### config.mk
export PLATFORM = sky130hd
export DESIGN_NAME = first_fit_block_table_allocator
export DESIGN_NICKNAME = d
export VERILOG_FILES = /design/src/rtl/ffbta_pkg.sv /design/src/rtl/ffbta_ram.sv /design/src/rtl/ffbta_ctrl.sv /design/src/rtl/ffbta_dpath.sv /design/src/rtl/first_fit_block_table_allocator.sv
export SDC_FILE = /design/constraint.sdc
export NUM_CORES = 2
export LEC_CHECK = 0
export ABC_AREA = 1
export BUFFER_PORTS_ARGS = -buffer_cell sky130_fd_sc_hd__clkbuf_2
export CAP_MARGIN = 0
export CORE_MARGIN = 2
export CORE_UTILIZATION = 50
export CTS_CLUSTER_SIZE = 14
export DETAILED_ROUTE_END_ITERATION = 16
export HOLD_SLACK_MARGIN = 0.02
export PLACE_DENSITY = 0.78
export REMOVE_ABC_BUFFERS = 1
export SLEW_MARGIN = 20
export SYNTH_ARGS = -nofsm -noshare
export SYNTH_HDL_FRONTEND = slang
export SYNTH_SLANG_ARGS = --single-unit
### constraint.sdc
create_clock -name clock -period 13.6 [get_ports clock]
set_input_delay 0.68 -clock clock [delete_from_list [all_inputs] [get_ports clock]]
set_output_delay 0.68 -clock clock [all_outputs]
set_load 0.02 [all_outputs]
### src/rtl/ffbta_pkg.sv
// ----------------------------------------------------------------------------
// First-fit block table allocator: shared definitions
// Types, codes and fixed widths used by the controller, datapath and checker.
// ----------------------------------------------------------------------------
package ffbta_pkg;

   // Fixed widths of the external payload fields.
   localparam int FIELD_W = 24;

   // Pool size after reset, before it is cut to the address width.
   localparam logic [31:0] POOL_RESET = 32'd65536;

   // Operation codes on req_func.
   localparam logic FUNC_ALLOC = 1'b0;
   localparam logic FUNC_FREE  = 1'b1;

   // Status codes on rsp_status.
   localparam logic STATUS_OK   = 1'b0;
   localparam logic STATUS_FAIL = 1'b1;

   typedef enum logic [2:0] {
      ST_IDLE,
      ST_FIND_FIT,
      ST_WRITE_HIT,
      ST_FIND_HOLE,
      ST_WRITE_REM,
      ST_FIND_ADDR,
      ST_WRITE_FREE,
      ST_RESPOND
   } ffbta_state_type;

   // What the table scan compares each entry against.
   typedef enum logic [1:0] {
      SCAN_FIT,
      SCAN_HOLE,
      SCAN_ADDR
   } ffbta_scan_type;

   // Which table word the datapath writes this cycle.
   typedef enum logic [1:0] {
      WR_NONE,
      WR_HIT,
      WR_REM,
      WR_FREE
   } ffbta_write_type;

   typedef struct packed {
      logic            req_load;
      logic            scan_run;
      ffbta_scan_type  scan_kind;
      ffbta_write_type wr_kind;
      logic            rsp_load;
      logic            rsp_fail;
      logic            rsp_alloc;
   } ffbta_cmd_type;

   typedef struct packed {
      logic match;
      logic miss;
   } ffbta_sts_type;

endpackage

### src/rtl/ffbta_ram.sv
// ----------------------------------------------------------------------------
// Generic single-port-write, single-port-read RAM
// One write and one registered read per cycle.
// ----------------------------------------------------------------------------
module ffbta_ram #(
   parameter int WIDTH = 49,
   parameter int DEPTH = 32
) (
   input  logic                     clock,
   input  logic                     wr_en,
   input  logic [$clog2(DEPTH)-1:0] wr_addr,
   input  logic [WIDTH-1:0]         wr_data,
   input  logic [$clog2(DEPTH)-1:0] rd_addr,
   output logic [WIDTH-1:0]         rd_data
);

   logic [WIDTH-1:0] mem_ff [DEPTH];
   logic [WIDTH-1:0] rd_data_ff;

   always_ff @(posedge clock) begin
      if (wr_en) begin
         mem_ff[wr_addr] <= wr_data;
      end
   end

   always_ff @(posedge clock) begin
      rd_data_ff <= mem_ff[rd_addr];
   end

   assign rd_data = rd_data_ff;

endmodule

### src/rtl/ffbta_ctrl.sv
// ----------------------------------------------------------------------------
// First-fit block table allocator: controller
// Sequences the table scans and writes of one item and hands out the result.
// ----------------------------------------------------------------------------
module ffbta_ctrl import ffbta_pkg::*; (
   input  logic          clock,
   input  logic          reset,
   input  logic          req_valid,
   input  logic          req_func,
   output logic          req_stall,
   output logic          rsp_valid,
   input  logic          rsp_stall,
   input  ffbta_sts_type sts,
   output ffbta_cmd_type cmd
);

   ffbta_state_type state_ff, state_in;
   logic            fail_ff, fail_in;
   logic            alloc_ff, alloc_in;
   logic            rsp_valid_ff, rsp_valid_in;
   logic            out_free;

   assign out_free = !rsp_valid_ff || !rsp_stall;

   // Next state.
   always_comb begin
      state_in = state_ff;
      case (state_ff)
         ST_IDLE: begin
            if (req_valid) begin
               state_in = (req_func == FUNC_FREE) ? ST_FIND_ADDR : ST_FIND_FIT;
            end
         end
         ST_FIND_FIT: begin
            if (sts.match) begin
               state_in = ST_WRITE_HIT;
            end else if (sts.miss) begin
               state_in = ST_RESPOND;
            end
         end
         ST_WRITE_HIT: state_in = ST_FIND_HOLE;
         ST_FIND_HOLE: begin
            if (sts.match) begin
               state_in = ST_WRITE_REM;
            end else if (sts.miss) begin
               state_in = ST_RESPOND;
            end
         end
         ST_WRITE_REM: state_in = ST_RESPOND;
         ST_FIND_ADDR: begin
            if (sts.match) begin
               state_in = ST_WRITE_FREE;
            end else if (sts.miss) begin
               state_in = ST_RESPOND;
            end
         end
         ST_WRITE_FREE: state_in = ST_RESPOND;
         ST_RESPOND: begin
            if (out_free) begin
               state_in = ST_IDLE;
            end
         end
         default: state_in = ST_IDLE;
      endcase
   end

   // Commands to the datapath.
   always_comb begin
      cmd           = '0;
      cmd.scan_kind = SCAN_FIT;
      cmd.wr_kind   = WR_NONE;
      req_stall     = 1'b1;
      case (state_ff)
         ST_IDLE: begin
            req_stall    = 1'b0;
            cmd.req_load = req_valid;
         end
         ST_FIND_FIT: begin
            cmd.scan_run  = 1'b1;
            cmd.scan_kind = SCAN_FIT;
         end
         ST_WRITE_HIT: cmd.wr_kind = WR_HIT;
         ST_FIND_HOLE: begin
            cmd.scan_run  = 1'b1;
            cmd.scan_kind = SCAN_HOLE;
         end
         ST_WRITE_REM: cmd.wr_kind = WR_REM;
         ST_FIND_ADDR: begin
            cmd.scan_run  = 1'b1;
            cmd.scan_kind = SCAN_ADDR;
         end
         ST_WRITE_FREE: cmd.wr_kind = WR_FREE;
         ST_RESPOND: begin
            cmd.rsp_load  = out_free;
            cmd.rsp_fail  = fail_ff;
            cmd.rsp_alloc = alloc_ff;
         end
         default: begin
            cmd.scan_run = 1'b0;
         end
      endcase
   end

   // Item flags and the output valid.
   always_comb begin
      fail_in      = fail_ff;
      alloc_in     = alloc_ff;
      rsp_valid_in = rsp_valid_ff;
      if (state_ff == ST_IDLE && req_valid) begin
         fail_in  = 1'b0;
         alloc_in = (req_func == FUNC_ALLOC);
      end
      if ((state_ff == ST_FIND_FIT || state_ff == ST_FIND_ADDR) && sts.miss) begin
         fail_in = 1'b1;
      end
      if (cmd.rsp_load) begin
         rsp_valid_in = 1'b1;
      end else if (!rsp_stall) begin
         rsp_valid_in = 1'b0;
      end
   end

   always_ff @(posedge clock) begin
      if (reset) begin
         state_ff     <= ST_IDLE;
         fail_ff      <= 1'b0;
         alloc_ff     <= 1'b0;
         rsp_valid_ff <= 1'b0;
      end else begin
         state_ff     <= state_in;
         fail_ff      <= fail_in;
         alloc_ff     <= alloc_in;
         rsp_valid_ff <= rsp_valid_in;
      end
   end

   assign rsp_valid = rsp_valid_ff;

endmodule

### src/rtl/ffbta_dpath.sv
// ----------------------------------------------------------------------------
// First-fit block table allocator: datapath
// Holds the block table, scans it one entry per cycle and writes it back.
// ----------------------------------------------------------------------------
module ffbta_dpath import ffbta_pkg::*; #(
   parameter int ENTRIES   = 32,
   parameter int ADDR_BITS = 24
) (
   input  logic               clock,
   input  logic               reset,
   input  logic               csr_wr_en,
   input  logic [FIELD_W-1:0] csr_wr_data,
   input  logic [FIELD_W-1:0] req_amount,
   input  logic [FIELD_W-1:0] req_free_start,
   input  ffbta_cmd_type      cmd,
   output ffbta_sts_type      sts,
   output logic               rsp_status,
   output logic [FIELD_W-1:0] rsp_block_start
);

   localparam int IDX_W  = $clog2(ENTRIES);
   localparam int CNT_W  = $clog2(ENTRIES + 1);
   localparam int WORD_W = 2 * ADDR_BITS + 1;
   localparam logic [IDX_W-1:0] LAST_IDX = IDX_W'(ENTRIES - 1);

   logic [ADDR_BITS-1:0] pool_ff, pool_in;
   logic [CNT_W-1:0]     fill_ff, fill_in;
   logic [CNT_W-1:0]     rd_cnt_ff, rd_cnt_in;
   logic                 pend_ff, pend_in;
   logic [IDX_W-1:0]     chk_idx_ff, chk_idx_in;
   logic [ADDR_BITS-1:0] amount_ff, free_start_ff;
   logic [IDX_W-1:0]     hit_idx_ff, rem_idx_ff;
   logic [ADDR_BITS-1:0] hit_start_ff, hit_len_ff;
   logic                 rsp_status_ff;
   logic [FIELD_W-1:0]   rsp_start_ff;

   logic                 wr_en;
   logic [IDX_W-1:0]     wr_addr;
   logic [WORD_W-1:0]    wr_data;
   logic [WORD_W-1:0]    rd_data;
   logic [ADDR_BITS-1:0] ent_start, ent_len;
   logic                 ent_taken;
   logic                 cond;
   logic [ADDR_BITS-1:0] rem_start, rem_len;
   logic [CNT_W-1:0]     wr_top;

   ffbta_ram #(
      .WIDTH (WORD_W),
      .DEPTH (ENTRIES)
   ) u_table (
      .clock   (clock),
      .wr_en   (wr_en),
      .wr_addr (wr_addr),
      .wr_data (wr_data),
      .rd_addr (rd_cnt_ff[IDX_W-1:0]),
      .rd_data (rd_data)
   );

   // Entries at or above the fill mark were never written since the table was
   // set up: they read as empty, except entry zero, which covers the pool.
   always_comb begin
      if (CNT_W'(chk_idx_ff) >= fill_ff) begin
         ent_start = '0;
         ent_len   = (chk_idx_ff == '0) ? pool_ff : '0;
         ent_taken = 1'b0;
      end else begin
         ent_start = rd_data[WORD_W-1 -: ADDR_BITS];
         ent_len   = rd_data[ADDR_BITS -: ADDR_BITS];
         ent_taken = rd_data[0];
      end
   end

   always_comb begin
      case (cmd.scan_kind)
         SCAN_FIT:  cond = !ent_taken && (ent_len >= amount_ff);
         SCAN_HOLE: cond = (ent_len == '0);
         SCAN_ADDR: cond = (ent_start == free_start_ff);
         default:   cond = 1'b0;
      endcase
      sts.match = cmd.scan_run && pend_ff && cond;
      sts.miss  = cmd.scan_run && pend_ff && !cond && (chk_idx_ff == LAST_IDX);
   end

   // One read is issued per cycle; its data is checked in the cycle after it is issued.
   always_comb begin
      if (cmd.scan_run) begin
         pend_in    = (rd_cnt_ff < CNT_W'(ENTRIES));
         chk_idx_in = rd_cnt_ff[IDX_W-1:0];
         rd_cnt_in  = pend_in ? rd_cnt_ff + CNT_W'(1) : rd_cnt_ff;
      end else begin
         pend_in    = 1'b0;
         chk_idx_in = chk_idx_ff;
         rd_cnt_in  = '0;
      end
   end

   assign rem_start = hit_start_ff + amount_ff;
   assign rem_len   = hit_len_ff - amount_ff;

   always_comb begin
      wr_en   = 1'b0;
      wr_addr = hit_idx_ff;
      wr_data = {hit_start_ff, hit_len_ff, 1'b0};
      case (cmd.wr_kind)
         WR_HIT: begin
            wr_en   = 1'b1;
            wr_data = {hit_start_ff, amount_ff, 1'b1};
         end
         WR_REM: begin
            wr_en   = 1'b1;
            wr_addr = rem_idx_ff;
            wr_data = {rem_start, rem_len, 1'b0};
         end
         WR_FREE: wr_en = 1'b1;
         default: wr_en = 1'b0;
      endcase
   end

   assign wr_top = CNT_W'(wr_addr) + CNT_W'(1);

   always_comb begin
      pool_in = pool_ff;
      fill_in = fill_ff;
      if (csr_wr_en) begin
         pool_in = ADDR_BITS'(csr_wr_data);
         fill_in = '0;
      end else if (wr_en && wr_top > fill_ff) begin
         fill_in = wr_top;
      end
   end

   always_ff @(posedge clock) begin
      if (reset) begin
         pool_ff   <= ADDR_BITS'(POOL_RESET);
         fill_ff   <= '0;
         rd_cnt_ff <= '0;
         pend_ff   <= 1'b0;
      end else begin
         pool_ff   <= pool_in;
         fill_ff   <= fill_in;
         rd_cnt_ff <= rd_cnt_in;
         pend_ff   <= pend_in;
      end
   end

   always_ff @(posedge clock) begin
      chk_idx_ff <= chk_idx_in;
      if (cmd.req_load) begin
         amount_ff     <= ADDR_BITS'(req_amount);
         free_start_ff <= ADDR_BITS'(req_free_start);
      end
      if (sts.match) begin
         if (cmd.scan_kind == SCAN_HOLE) begin
            rem_idx_ff <= chk_idx_ff;
         end else begin
            hit_idx_ff   <= chk_idx_ff;
            hit_start_ff <= ent_start;
            hit_len_ff   <= ent_len;
         end
      end
      if (cmd.rsp_load) begin
         rsp_status_ff <= cmd.rsp_fail ? STATUS_FAIL : STATUS_OK;
         rsp_start_ff  <= (cmd.rsp_fail || !cmd.rsp_alloc) ? '0 : FIELD_W'(hit_start_ff);
      end
   end

   assign rsp_status      = rsp_status_ff;
   assign rsp_block_start = rsp_start_ff;

endmodule

### src/rtl/first_fit_block_table_allocator.sv
// ----------------------------------------------------------------------------
// First-fit block table allocator
// Allocates and frees blocks of a pool from a table of start/length entries.
//
//   Channel  Direction  Handshake             Payload
//   req      in         req_valid/req_stall   req_func, req_amount, req_free_start
//   rsp      out        rsp_valid/rsp_stall   rsp_status, rsp_block_start
//   csr      in         csr_wr_en             csr_wr_data (pool size)
//
// The time an allocate or a free takes is set by the table memory's single
// read port, which the scans walk one entry per cycle and stop at the first hit.
// One item is worked on at a time; req_stall is low only while idle.
// Reset and a pool size write set up the table at once, without a clearing
// pass. A stalled result waits in the output register.
// ----------------------------------------------------------------------------
module first_fit_block_table_allocator import ffbta_pkg::*; #(
   parameter int ENTRIES   = 32,
   parameter int ADDR_BITS = 24
) (
   input  logic               clock,
   input  logic               reset,
   input  logic               csr_wr_en,
   input  logic [FIELD_W-1:0] csr_wr_data,
   input  logic               req_valid,
   output logic               req_stall,
   input  logic               req_func,
   input  logic [FIELD_W-1:0] req_amount,
   input  logic [FIELD_W-1:0] req_free_start,
   output logic               rsp_valid,
   input  logic               rsp_stall,
   output logic               rsp_status,
   output logic [FIELD_W-1:0] rsp_block_start
);

   ffbta_cmd_type cmd;
   ffbta_sts_type sts;

   ffbta_ctrl u_ctrl (
      .clock     (clock),
      .reset     (reset),
      .req_valid (req_valid),
      .req_func  (req_func),
      .req_stall (req_stall),
      .rsp_valid (rsp_valid),
      .rsp_stall (rsp_stall),
      .sts       (sts),
      .cmd       (cmd)
   );

   ffbta_dpath #(
      .ENTRIES   (ENTRIES),
      .ADDR_BITS (ADDR_BITS)
   ) u_dpath (
      .clock           (clock),
      .reset           (reset),
      .csr_wr_en       (csr_wr_en),
      .csr_wr_data     (csr_wr_data),
      .req_amount      (req_amount),
      .req_free_start  (req_free_start),
      .cmd             (cmd),
      .sts             (sts),
      .rsp_status      (rsp_status),
      .rsp_block_start (rsp_block_start)
   );

endmodule

==> results.cfg <==
[timing]
slew_headroom_pct = 21.0
slew_viol_final = 0
hold_viol_final = 0
rsz0062_at_grt = false
period_share_pct = 40.7
max_clock_freq_ghz = 0.181
setup_viol = 0
finClkSkew_ns = 0.0786
worst_pin_slew_ns = 1.16
fin_crit_ns = 5.54
finalSetupTns_ns = 0

[synthesis]
netlist_area_um2 = 72900
synth_mux_area_share_pct = 0.192
synth_enable_flop_cells = 1704
ys.flop_type = edfxtp_1
yosysWarnings = 0
avgSynthCellArea_um2 = 12.4
ys_seq_area_share_pct = 72.7
yosys-top-cells-area = edfxtp_1 (70%), o21ai_0 (6.5%), nor2_1 (4.9%)
synth_compound_area_share_pct = 12.4
synth_seq_cells = 1796
synth_cell_types = 48
yosys.area_share.adder_pct = 1.53
synth_cells = 5865
synth_xor_area_share_pct = 0.252
synth_top_family_by_area = compound AO/OA/AOI/OAI gates
yosysTopAreaCellShare_pct = 70.2
synth_top_area_cell = edfxtp_1
synthSimpleGateAreaFrac_pct = 9.57
synthArstFlopShare_pct = 0

[clocking]
cts_sinks = 1796
post_cts_resized = 0
cts_tree = done
cts_buffer_depth = 3
root_buffer = clkbuf_16
h-tree-depth = 4
postCtsSetupBuffers = 0
path_clk_slew_ns = 0.07
cts_made_buffers = 174
clk_latency_ns = 0.85
ctsHoldBuffers = 44

[setup_path]
cp_max_fo = 53
critPathMaxStageDelay_ns = 0.79
startpoint_type = register
crit_arrival_ns = 5.95
required_ns = 14.01
crit_type = register to register
crit_chain = ha_1 -> nand2_1 -> nand2_1 -> a21boi_4 -> nand2_2 -> buf_4 -> inv_4 -> nand2_1 -> nand2_1 -> inv_1 -> ha_1 -> nand2_1 -> inv_1 -> nand4_1 -> inv_1 -> nand3_1 -> o21ai_0 -> o21bai_1 -> nand3_2 -> nand2_2 -> nor2_4 -> buf_4
crit_top_cell = nand2_1
end_kind = register
cp_slowest_cell = a21boi_4
r2r_slack_ns = 8.06

[pwr]
irDropWorstVdd_v = 0.000131
p_leak_nw = 28.0
p_total_mw = 13.3
power_density_nw_per_um2 = 162

[floorplanning]
boundaryPins = 105
die-area_um2 = 149000
start_util_pct = 50.2
row_count = 140
die_h_um = 386
coreArea_um2 = 145000
die_w_um = 386

[placement]
io_buffers = 104
place_inst = 7630
gp_congestion = 0.983
place_hpwl_um = 134000

[detailed_routing]
vias = 50700
drc_errors = 0
wl_met2_um = 98000
wl_per_cell_um = 27.8
drt-total-wl_um = 222000
wl_met1_um = 81000
firstDrtPassIters = 6
drt_iter0_drc = 8639
route.met3.wl_um = 33000
drtAntennaViolNets = 0
viasPerCell = 6.34
highest_layer = met5

[final_layout]
multi_input_area_um2 = 18000
filler_cell_count = 11100
stdcell_count = 7999
seq_area_um2 = 53000
most-common-layout-cells = edfxtp_1 (1704), o21ai_0 (938), nor2_1 (918)
synthToLayoutAreaGrowth_pct = 12.7
final_common_cell = edfxtp_1
drive_gt1_share_pct = 9.20
nNetsFinal = 6105

[global_routing]
grt_pass1_vias = 46900
grt_use_total_pct = 29.4
grt_first_pass_wirelength_um = 318000
antenna_found_initial = 11
grt_overflow = 0
grt_max_degree = 252

[status]
run_status = complete, no violations

[worst_hold_path]
min-delay-path-class = input pin to register

[run]
drv_cap = 0
[critical path, delay by kind of cell, from the launching register on]
kind	cells	cell delay, ns
compound gates	3	1.15
fa+ha+maj	2	0.64
simple gates	11	1.25
buf+inv	6	1.52
flops	1	0.46
[synth_stat cells (2+ instances only)]
cell type and instances:
inv_2 2, a211oi_1 2, fa_1 2, buf_2 16, ha_1 86, mux2i_1 14
o21bai_1 6, or2_2 11, o221ai_1 157, nand2_1 490, a31o_2 2, xor2_1 11
nor4_1 5, clkbuf_1 314, buf_1 26, a21oi_1 124, dfxtp_1 92, a31oi_1 7
buf_6 4, o211ai_1 47, buf_4 2, a22oi_1 20, nor2_1 952, nand4_1 79
nor3_1 7, a21o_1 9, o21ai_1 10, xnor2_1 10, o22ai_1 238, edfxtp_1 1704
nand3b_1 4, nand3_1 173, inv_1 276, o21ai_0 949
[metal layers]
metal | global-route usage [%] | vias to the layer above
met4 | 12.5 | 8
li1 | - | 21700
met3 | 9.35 | 497
met1 | 40.2 | 24800
met5 | 0 | -
met2 | 43.3 | 3666
[metrics by stage]
stage | utilization, % | instance area [um^2] | worst slack, ns | hold WS [ns]
after floorplan | - | 71500 | -31.63 | 0.426
after global placement | 52.3 | 75900 | 8.22 | 0.455
after detailed placement | 52.3 | 75900 | 8.23 | 0.460
after CTS | 56.5 | 82000 | 8.16 | 0.0289
after global routing | 56.6 | 82200 | 7.60 | 0.0511
final | 56.6 | 82200 | 8.06 | 0.0762
[power breakdown]
| part | total [mW] | internal [mW] | leakage (nW) | switching, mW |
|---|---|---|---|---|
| registers | 6.63 | 6.52 | 16.1 | 0.107 |
| clock network | 4.80 | 2.71 | 2.76 | 2.09 |
| logic | 1.89 | 0.437 | 9.15 | 1.46 |
[state kept, by name, indices dropped and copies added (netlist names), 3 cells and up]
signal,flops
u_dpath.rsp_block_start,24
u_dpath.u_table.rd_data,49
u_dpath.u_table.mem_ff,1568
u_dpath.fill_ff,6
u_dpath.rem_idx_ff,5
u_dpath.chk_idx_ff,5
u_dpath.hit_idx_ff,5
u_dpath.pool_ff,24
u_dpath.hit_len_ff,24
u_ctrl.state_ff,3
u_dpath.free_start_ff,24
u_dpath.amount_ff,24
u_dpath.rd_cnt_ff,6
u_dpath.hit_start_ff,24
[kinds of logic (layout without fill, tap and decap cells)]
group | count (synthesis) | count (layout)
buf+inv | 642 | 856
simple gates | 1726 | 1726
flops | 1796 | 1796
fa+ha+maj | 88 | 88
compound gates | 1578 | 1578
other cells | 0 | 3
xor+xnor | 21 | 21
mux | 14 | 14
[area by class of cell]
type                    count  area share, %
clock buffers             246           5.90
inverters                 280           1.31
repair buffers            260           2.42
multi-input cells        3427           21.9
well taps                1917           2.92
diodes                      3        0.00913
clock inverters            70          0.991
flip-flops and latches   1796           64.5
[path summary, 6_finish.rpt]
check / startpoint / endpoint / depth (start not counted)
max: u_dpath.chk_idx_ff[3] / u_dpath.hit_len_ff[19] / 22
max reg2reg: u_dpath.chk_idx_ff[3] / u_dpath.hit_len_ff[19] / 22
min: req_amount[20] / u_dpath.amount_ff[20] / 1
min reg2reg: u_dpath.rd_cnt_ff[5] / u_dpath.pend_ff / 1
Note: power is estimated with default switching activity, not from simulation.
